**src/assert_macros.svh**
```systemverilog
`ifndef ASSERT_MACROS_SVH
`define ASSERT_MACROS_SVH

// same-cycle implication, checked outside reset
`define ASSERT_IMPLIES(label, clk, rst_n, ante, cons, msg) \
  label: assert property (@(posedge clk) disable iff (!rst_n) (ante) |-> (cons)) else $error(msg);

// next-cycle implication, checked outside reset
`define ASSERT_NEXT(label, clk, rst_n, ante, cons, msg) \
  label: assert property (@(posedge clk) disable iff (!rst_n) (ante) |=> (cons)) else $error(msg);

`endif

```
**src/cdt_pkg.sv**
```systemverilog
`timescale 1ns / 1ps

package cdt_pkg;

  // command codes
  localparam logic [2:0] MODE_QUERY  = 3'd0;
  localparam logic [2:0] MODE_START  = 3'd1;
  localparam logic [2:0] MODE_PAUSE  = 3'd2;
  localparam logic [2:0] MODE_STOP   = 3'd3;
  localparam logic [2:0] MODE_EXTEND = 3'd4;
  localparam logic [2:0] MODE_ADD    = 3'd5;
  localparam logic [2:0] MODE_CHECK  = 3'd6;

  // reported state codes
  localparam logic [1:0] TS_IDLE  = 2'd0;
  localparam logic [1:0] TS_RUN   = 2'd1;
  localparam logic [1:0] TS_PAUSE = 2'd2;

  localparam int unsigned DUR_W = 24;
  localparam logic [DUR_W-1:0] DUR_RESET = 24'd60;

  typedef enum logic [2:0] {
    ST_IDLE  = 3'b001,
    ST_RUN   = 3'b010,
    ST_PAUSE = 3'b100
  } run_state_t;

  typedef struct packed {
    run_state_t         run;
    logic signed [33:0] deadline;
    logic signed [31:0] remaining;
    logic               pend;
    logic               notif;
  } cdt_state_t;

  typedef struct packed {
    logic [1:0]         timer_state;
    logic signed [31:0] remaining;
    logic               overtime;
    logic               fired;
    logic               waiting;
  } cdt_result_t;

  // clamp a 35-bit value into the 34-bit signed range
  function automatic logic signed [33:0] sat34(input logic signed [34:0] v);
    logic signed [33:0] r;
    if (v[34] == v[33]) begin
      r = v[33:0];
    end else if (v[34]) begin
      r = {1'b1, 33'd0};
    end else begin
      r = {1'b0, {33{1'b1}}};
    end
    return r;
  endfunction

  // clamp a 35-bit value into the 32-bit signed range
  function automatic logic signed [31:0] sat32(input logic signed [34:0] v);
    logic signed [31:0] r;
    if (v[34:31] == 4'b0000 || v[34:31] == 4'b1111) begin
      r = v[31:0];
    end else if (v[34]) begin
      r = {1'b1, 31'd0};
    end else begin
      r = {1'b0, {31{1'b1}}};
    end
    return r;
  endfunction

endpackage

```
**src/cdt_cmd.sv**
```systemverilog
`timescale 1ns / 1ps

module cdt_cmd import cdt_pkg::*; (
  input  cdt_state_t         cur,
  input  logic [DUR_W-1:0]   duration,
  input  logic [2:0]         mode,
  input  logic [31:0]        now_seconds,
  input  logic signed [24:0] delta_seconds,
  output cdt_state_t         nxt,
  output cdt_result_t        res
);

  logic signed [34:0] now_s;
  logic signed [34:0] dur_s;
  logic signed [34:0] rem_s;
  logic signed [34:0] delta_s;
  logic signed [34:0] end_s;
  logic signed [34:0] start_span;
  logic signed [34:0] end_nxt_s;
  logic signed [34:0] end_add_s;
  logic signed [33:0] end_add;
  logic signed [31:0] rem_add;
  logic               rem_le0;
  logic               fired;

  // 35-bit operands: inputs zero-extended; remaining, delta and end time sign-extended
  assign now_s   = $signed({3'b000, now_seconds});
  assign dur_s   = $signed({11'd0, duration});
  assign rem_s   = {{3{cur.remaining[31]}}, cur.remaining};
  assign delta_s = {{10{delta_seconds[24]}}, delta_seconds};
  assign end_s   = {cur.deadline[33], cur.deadline};
  assign rem_le0 = cur.remaining[31] || (cur.remaining == 32'sd0);

  // span used by start
  always_comb begin
    if (cur.run == ST_RUN) begin
      start_span = dur_s;
    end else if (cur.run == ST_IDLE && rem_le0) begin
      start_span = dur_s;
    end else begin
      start_span = rem_s;
    end
  end

  // add results
  assign end_add   = sat34(end_s + delta_s);
  assign end_add_s = {end_add[33], end_add};
  assign rem_add   = sat32(rem_s + delta_s);

  // command decode
  always_comb begin
    nxt   = cur;
    fired = 1'b0;
    unique case (mode)
      MODE_START: begin
        nxt.deadline = sat34(now_s + start_span);
        nxt.run      = ST_RUN;
        nxt.pend     = 1'b0;
        nxt.notif    = 1'b0;
      end
      MODE_PAUSE: begin
        if (cur.run == ST_RUN) begin
          nxt.remaining = sat32(end_s - now_s);
        end
        nxt.run = ST_PAUSE;
      end
      MODE_STOP: begin
        nxt.run       = ST_IDLE;
        nxt.remaining = $signed({8'd0, duration});
        nxt.deadline  = 34'sd0;
        nxt.pend      = 1'b0;
        nxt.notif     = 1'b0;
      end
      MODE_EXTEND: begin
        nxt.run      = ST_RUN;
        nxt.deadline = sat34(now_s + delta_s);
        nxt.pend     = 1'b0;
        nxt.notif    = 1'b0;
      end
      MODE_ADD: begin
        if (cur.run == ST_RUN) begin
          nxt.deadline = end_add;
          // leaving overtime re-arms the alarm
          if (end_s <= now_s && end_add_s > now_s) begin
            nxt.pend  = 1'b0;
            nxt.notif = 1'b0;
          end
        end else if (cur.run == ST_PAUSE) begin
          nxt.remaining = rem_add;
          if (rem_le0 && !rem_add[31] && rem_add != 32'sd0) begin
            nxt.pend  = 1'b0;
            nxt.notif = 1'b0;
          end
        end
      end
      MODE_CHECK: begin
        if (cur.run == ST_RUN && end_s <= now_s && !cur.notif) begin
          nxt.pend  = 1'b1;
          nxt.notif = 1'b1;
          fired     = 1'b1;
        end
      end
      default: begin
        // query and the unused code leave the state alone
      end
    endcase
  end

  // result from the state after the command
  assign end_nxt_s = {nxt.deadline[33], nxt.deadline};

  always_comb begin
    unique case (nxt.run)
      ST_RUN:   res.timer_state = TS_RUN;
      ST_PAUSE: res.timer_state = TS_PAUSE;
      default:  res.timer_state = TS_IDLE;
    endcase
    res.remaining = (nxt.run == ST_RUN) ? sat32(end_nxt_s - now_s) : nxt.remaining;
    res.overtime  = (nxt.run == ST_RUN) && (end_nxt_s <= now_s);
    res.fired     = fired;
    res.waiting   = nxt.pend;
  end

endmodule

```
**src/countdown_timer_with_overtime.sv**
```systemverilog
`timescale 1ns / 1ps
`include "assert_macros.svh"

// Countdown timer with overtime, one command per item.
// Input channel: in_valid / in_stall with in_mode, in_now_seconds and
// in_delta_seconds; an item is taken at an edge where in_valid is high and
// in_stall is low. Every item gives exactly one result on the out_ channel
// (out_valid / out_stall), in order.
// Path: an accepted item is held in the input register, then the command
// logic writes the timer state and the result register together, which
// raises out_valid.
// Throughput: one item per cycle when not stalled; the timer state register
// is updated in the same cycle its result is registered, so the next item
// sees it at once. While out_stall holds a result, the input register still
// takes one more item; in_stall then rises until the result is taken.
// cfg_wr_en / cfg_wr_data write the duration and reload the remaining time;
// write only while no item is in flight.
// Reset (rst_n low, synchronous): timer idle, remaining and duration 60,
// end time 0, alarm flags clear, both pipeline registers empty.
module countdown_timer_with_overtime import cdt_pkg::*; (
  input  logic               clk,
  input  logic               rst_n,
  input  logic               in_valid,
  output logic               in_stall,
  input  logic [2:0]         in_mode,
  input  logic [31:0]        in_now_seconds,
  input  logic signed [24:0] in_delta_seconds,
  output logic               out_valid,
  input  logic               out_stall,
  output logic [1:0]         out_timer_state,
  output logic signed [31:0] out_remaining_seconds,
  output logic               out_in_overtime,
  output logic               out_alarm_fired,
  output logic               out_alarm_waiting,
  input  logic               cfg_wr_en,
  input  logic [DUR_W-1:0]   cfg_wr_data
);

  logic               in_valid_r;
  logic [2:0]         in_mode_r;
  logic [31:0]        in_now_r;
  logic signed [24:0] in_delta_r;
  logic               out_valid_r;
  cdt_result_t        out_r;
  cdt_state_t         st_r;
  cdt_state_t         st_nxt;
  cdt_result_t        res_nxt;
  logic [DUR_W-1:0]   duration_r;
  logic               adv;

  // pipeline advance
  assign adv      = !out_valid_r || !out_stall;
  assign in_stall = in_valid_r && !adv;

  // input register
  always_ff @(posedge clk) begin
    if (!rst_n) begin
      in_valid_r <= 1'b0;
    end else if (!in_stall) begin
      in_valid_r <= in_valid;
    end
  end

  always_ff @(posedge clk) begin
    if (in_valid && !in_stall) begin
      in_mode_r  <= in_mode;
      in_now_r   <= in_now_seconds;
      in_delta_r <= in_delta_seconds;
    end
  end

  // command logic
  cdt_cmd u_cmd (
    .cur           (st_r),
    .duration      (duration_r),
    .mode          (in_mode_r),
    .now_seconds   (in_now_r),
    .delta_seconds (in_delta_r),
    .nxt           (st_nxt),
    .res           (res_nxt)
  );

  // timer state and duration
  always_ff @(posedge clk) begin
    if (!rst_n) begin
      st_r.run       <= ST_IDLE;
      st_r.deadline  <= 34'sd0;
      st_r.remaining <= $signed({8'd0, DUR_RESET});
      st_r.pend      <= 1'b0;
      st_r.notif     <= 1'b0;
      duration_r     <= DUR_RESET;
    end else if (cfg_wr_en) begin
      duration_r     <= cfg_wr_data;
      st_r.remaining <= $signed({8'd0, cfg_wr_data});
    end else if (adv && in_valid_r) begin
      st_r <= st_nxt;
    end
  end

  // result register
  always_ff @(posedge clk) begin
    if (!rst_n) begin
      out_valid_r <= 1'b0;
    end else if (adv) begin
      out_valid_r <= in_valid_r;
    end
  end

  always_ff @(posedge clk) begin
    if (adv && in_valid_r) begin
      out_r <= res_nxt;
    end
  end

  assign out_valid             = out_valid_r;
  assign out_timer_state       = out_r.timer_state;
  assign out_remaining_seconds = out_r.remaining;
  assign out_in_overtime       = out_r.overtime;
  assign out_alarm_fired       = out_r.fired;
  assign out_alarm_waiting     = out_r.waiting;

  // checks
  `ASSERT_IMPLIES(a_fired_flags, clk, rst_n, out_valid && out_alarm_fired, out_alarm_waiting && out_in_overtime, "alarm fired without pending flag or overtime")
  `ASSERT_IMPLIES(a_overtime_running, clk, rst_n, out_valid && out_in_overtime, out_timer_state == TS_RUN, "overtime reported while not running")
  `ASSERT_IMPLIES(a_pend_notif, clk, rst_n, st_r.pend, st_r.notif, "alarm pending without notified flag")
  `ASSERT_NEXT(a_hold_result, clk, rst_n, out_valid && out_stall, out_valid && $stable(out_r) && $stable(st_r.run), "stalled result or timer state changed")

endmodule
```
**config.mk**
```make
export PLATFORM = sky130hd
export DESIGN_NAME = countdown_timer_with_overtime
export DESIGN_NICKNAME = d
export VERILOG_FILES = /design/src/cdt_pkg.sv /design/src/cdt_cmd.sv /design/src/countdown_timer_with_overtime.sv
export VERILOG_INCLUDE_DIRS = /design/src /design/src/src
export SDC_FILE = /design/constraint.sdc
export NUM_CORES = 1
export LEC_CHECK = 0
export ABC_AREA = 1
export BUFFER_PORTS_ARGS = -buffer_cell sky130_fd_sc_hd__buf_2
export CAP_MARGIN = 25
export CELL_PAD_IN_SITES_DETAIL_PLACEMENT = 1
export CELL_PAD_IN_SITES_GLOBAL_PLACEMENT = 2
export CORE_MARGIN = 1
export CORE_UTILIZATION = 38
export DETAILED_ROUTE_END_ITERATION = 16
export PLACE_DENSITY = 0.92
export SYNTH_ARGS = -nofsm -noshare
export SYNTH_HDL_FRONTEND = slang
export SYNTH_SLANG_ARGS = --single-unit
```
**constraint.sdc**
```tcl
create_clock -name clk -period 12.3 [get_ports clk]
set_input_delay 3.69 -clock clk [delete_from_list [all_inputs] [get_ports clk]]
set_output_delay 3.69 -clock clk [all_outputs]
set_load 0.02 [all_outputs]
```
* Word-level counts from Yosys, hierarchy flattened
Cells that the tools add are included.
** Storage, ports and cells
- Output and inout port bits :: 39
- Logic and storage cells :: 113
- Bits in registers :: 194
** Cells by class
- Eq/ne operators :: 21
- Reduce and logical (&&, ||, !) cells :: 33
- Bitwise logic cells :: 2
- $add $sub $neg :: 6
- Magnitude comparators :: 3
- Multiplexer cells :: 31
** Operator list (count)
- $mux W32 :: 9
- $mux W34 :: 8
- $pmux W34 S4 :: 1
- $pmux W32 S3 :: 1
- $mux W35 :: 2
- $sub A34 B33 Y35 :: 2
- $le A34 B33 Y1 :: 2
- $add A33 B35 Y35 :: 1
- $add A34 B25 Y35 :: 1
- $add A33 B25 Y34 :: 1
- $gt A34 B33 Y1 :: 1
- $add A32 B25 Y33 :: 1
- $logic_not A32 Y1 :: 1
- $reduce_bool A32 Y1 :: 1
- $mux W26 :: 1
- $mux W24 :: 1
- $eq A3 B3 Y1 const B :: 5
- $eq A3 B2 Y1 const B :: 4
- $eq A4 B4 Y1 const B :: 3
- $logic_not A4 Y1 :: 3
- $logic_and A1 B1 Y1 :: 10
- $pmux W3 S3 :: 1
- $mux W2 :: 4
- $reduce_and A7 Y1 :: 1
- 16 further kinds :: 31

* Logic depth before layout (Yosys ltp)
- Word-level depth :: 14
- Mapped depth :: 48
- Mapped depth without buffers :: 45

* Cells and area by module
Synthesis repeated with hierarchy kept, for this count alone.
** Second synthesis, totals
- Cells, all modules :: 3638
- Area, all modules :: 23206.0 sq um
** By module, submodules not included
- cdt_cmd :: sequential area each 0.0 sq um, area an instance 16279.4 sq um, cells an instance 2943, times used 1
- countdown_timer_with_overtime :: sequential area each 4854.7 sq um, area an instance 6926.6 sq um, cells an instance 695, times used 1

* Worst setup path before layout
No wires, ideal clock.
- Kind :: input-to-output
- Start point :: input port out_stall
- End point :: output port in_stall
- Setup slack :: 4.528 ns
- Stages :: 2
- Data required time :: 8.610 ns
- Data arrival time :: 4.082 ns
- Buffers on the path :: 0
- Cells stage by stage :: nand2_1 nor2_1
** Between the ends
- Cells in the longest elaborated chain, start to end :: 4
** RTL lines
- from (decl) :: RTL line countdown_timer_with_overtime.sv:29 : input logic out_stall,
- $logic_not A1 Y1 :: RTL line countdown_timer_with_overtime.sv:52 : assign adv = !out_valid_r || !out_stall;
- $logic_or A1 B1 Y1 :: RTL line countdown_timer_with_overtime.sv:52
- $logic_not A1 Y1 :: RTL line countdown_timer_with_overtime.sv:53 : assign in_stall = in_valid_r && !adv;
- $logic_and A1 B1 Y1 :: RTL line countdown_timer_with_overtime.sv:53
- to (decl) :: RTL line countdown_timer_with_overtime.sv:24 : output logic in_stall,
No other way between the ends.

==> impl_metrics.ini <==
[clocking]
cts.sink_count = 194
root_buffer = clkbuf_16
post-cts-setup-buffers = 0
clockBufferDepth = 2
post_cts_resized = 0
path_clk_slew_ns = 0.10
htreeDepth = 4
cts_tree = built
ctsHoldBuffers = 0
clock_latency_ns = 0.54
cts_made_buffers = 17

[synth]
synth_common_cells = 838 x nand2_1, 394 x a21oi_1, 351 x inv_1, 308 x nor2_1, 275 x o21ai_0
yosys_register_bits = 194
synth_edf_count = 97
synth.most_common_cell = nand2_1
synth_top_family_by_area = simple AND/OR/NAND/NOR gates
ys_warn_count = 0
syn_area_per_cell_um2 = 6.59
ys_seq_area_share_pct = 21.4
synth_area_leader_cell = nand2_1
synth.area.top_cells = nand2_1 14%, edfxtp_1 13%, ha_1 13%
synth-simple-area-share_pct = 28.4
ys_async_sr_fraction_pct = 0
synthCells = 3437
synth_top_area_share_pct = 13.9
synth_compound_area_share_pct = 23.0
synth_nets = 3761
syn_area_um2 = 22600
synth_flop_cell = edfxtp_1
synth_xor_area_share_pct = 5.57
ys_types = 67
synthMuxAreaShare_pct = 0.0442
synth_fa_ha_area_share_pct = 13.2

[floorplan]
die-area_um2 = 60600
start_util_pct = 38.4
die_y_um = 246
die_w_um = 246
coreArea_um2 = 58900
num_io_pins = 128
row_count = 89

[global_route]
grt_use_total_pct = 35.0
grt_pass1_vias = 24400
grt_util_met2_pct = 54.3
grt_pass1_wl_um = 156000
gr-usage-met3_pct = 5.25
grt.overflow.total = 0
antenna_found_initial = 3
top_usage_layer = met2
grt_max_degree = 53
grt_util_met1_pct = 46.5

[worst_setup_path]
cp.required_ns = 12.69
critPathArrivalTime_ns = 10.11
max_stage_delay_ns = 0.77
cp-end-kind = register
cp-start-kind = register
path_max_fanout = 39
crit_type = register to register
cp_slowest_cell = nand2_2
critPathMostFrequentCell = nand2_1

[routing]
via_count = 24900
drt-vias-per-instance = 5.79
drtIter0Drc = 2066
wl_per_cell_um = 24.7
finalWirelength_um = 106000
drc = 0
ant_nets = 0
firstDrtPassIters = 5

[sta]
slew_viol_final = 0
period_minus_slack_ns = 9.72
setup_viol = 0
grt_setup_unrepaired = false
max_freq_mhz = 103
final.setup_skew_ns = 0.0292
final.setup.tns_ns = 0
finalHoldViolCount = 0
finalCritPeriodShare_pct = 79.0
worst_pin_slew_ns = 1.10
slew_headroom_pct = 25.8

[power]
power_leakage_nw = 11.3
internal_power_w = 0.00137
switching_power_w = 0.00124
combPwrFrac_pct = 46.6
power_w = 0.00261
p_clk_share_pct = 23.2
p_per_area_nw_per_um2 = 106
switching_share_pct = 47.6
seqPwrFrac_pct = 30.2
peakVddDrop_v = 0.000131

[finish]
multi_input_area_um2 = 15900
final-seq-area_um2 = 4850
syn2layout_area_growth_pct = 8.53
finalNetCount = 3838
fillCellCount = 7866
antenna_cells = 0
layout-drive-gt1-share_pct = 10.2
final_cells = 4300
finish.utilization_pct = 41.7

[run]
drv_cap = 0

[placement]
hpwl_um = 86100
io_buffers = 127
gp_congestion = 1.02
placed_cells = 4266

[run_status]
status = completed

[hold_path]
hold_class = register to register
[final cells by class]
cell class	instances	share of cell area [%]
tap	773	3.94
clock inverter	14	0.591
multi-input combinational	2774	64.7
inverter	373	5.70
timing repair buffer	154	3.52
sequential	194	19.8
clock buffer	18	1.75
[layer usage]
layer / wire length (um) / part of all wire (%) / up-vias
met5: 33 / 0.031 / -
li1: - / - / 11900
met1: 46700 / 44 / 11900
met4: 5890 / 5.5 / 6
met2: 46600 / 44 / 898
met3: 7140 / 6.7 / 197
[flip-flops by register name, summed over array words and instances, names as in the netlist]
name / cells
st_r: 71
in_now_r: 32
out_remaining_seconds: 32
in_delta_r: 25
duration_r: 24
in_mode_r: 3
out_timer_state: 2
in_valid_r: 1
out_alarm_fired: 1
out_alarm_waiting: 1
out_in_overtime: 1
out_valid: 1
[worst max-delay path, delay by kind of cell, from the launching register on]
family / cells / cell delay (ns)
AOI/OAI and AO/OA: 10 / 1.92
and+or+nand+nor: 24 / 4.19
DFF: 1 / 0.38
buffers and inverters: 7 / 1.61
adders and majority gates: 4 / 1.36
[cells in the final DEF (no fill, tap or decap), types with 17 or more instances in the layout]
cell,count
nand3_2,37
a31oi_1,22
a21o_1,18
a21oi_2,38
inv_1,351
o211ai_1,22
o21ai_0,275
inv_2,21
a22oi_1,22
xor2_1,87
clkbuf_16,17
o21ai_1,22
buf_2,127
a21oi_1,394
o21bai_1,18
nand4_1,56
buf_4,25
ha_1,229
nand3_1,134
dfxtp_1,97
nor4_1,20
nand2_1,837
nand2_2,31
xnor2_1,55
edfxtp_1,97
nor2_1,305
nor3_1,21
[final timing paths]
kind / from / to / slack, ns / cells after the start
setup / recovery: st_r[2]$_SDFFE_PN0P_ / out_remaining_seconds[0]$_DFFE_PP_ / 2.58 / 45
hold / removal: duration_r[20]$_SDFFE_PN0P_ / duration_r[20]$_SDFFE_PN0P_ / 0.50 / 2
setup reg to reg: st_r[2]$_SDFFE_PN0P_ / out_remaining_seconds[0]$_DFFE_PP_ / 2.58 / 45
hold reg to reg: duration_r[20]$_SDFFE_PN0P_ / duration_r[20]$_SDFFE_PN0P_ / 0.50 / 2
[through the flow]
stage / area, um^2 / worst slack (ns) / hold slack [ns]
CTS: 24500 / 2.94 / 0.495
detailed placement: 24000 / 2.98 / 0.484
global route: 24600 / 2.04 / 0.520
global placement: 24000 / 3.32 / 0.468
floorplan: 22600 / 4.53 / 0.452
finish: 24600 / 2.58 / 0.496
[power groups by stage]
stage | registers, W | clock network, W | logic (W)
2_1_floorplan | 0.000773 | 0 | 0.000831
3_3_place_gp | 0.000802 | 0 | 0.00117
3_5_place_dp | 0.000802 | 0 | 0.00118
4_1_cts | 0.000788 | 0.000610 | 0.00119
5_1_grt | 0.000790 | 0.000629 | 0.00133
6_report | 0.000789 | 0.000605 | 0.00122
[cell families (layout without fill, tap and decap cells)]
logic type,count (synthesis),in the layout
AND/OR/NAND/NOR,1482,1482
AO/OA/AOI/OAI,913,913
adder cells (fa/ha/maj),235,235
buffers and inverters,469,559
flip-flops,194,194
multiplexers,1,1
XOR/XNOR,143,143
No activity file was read; power rests on OpenSTA's default activity.
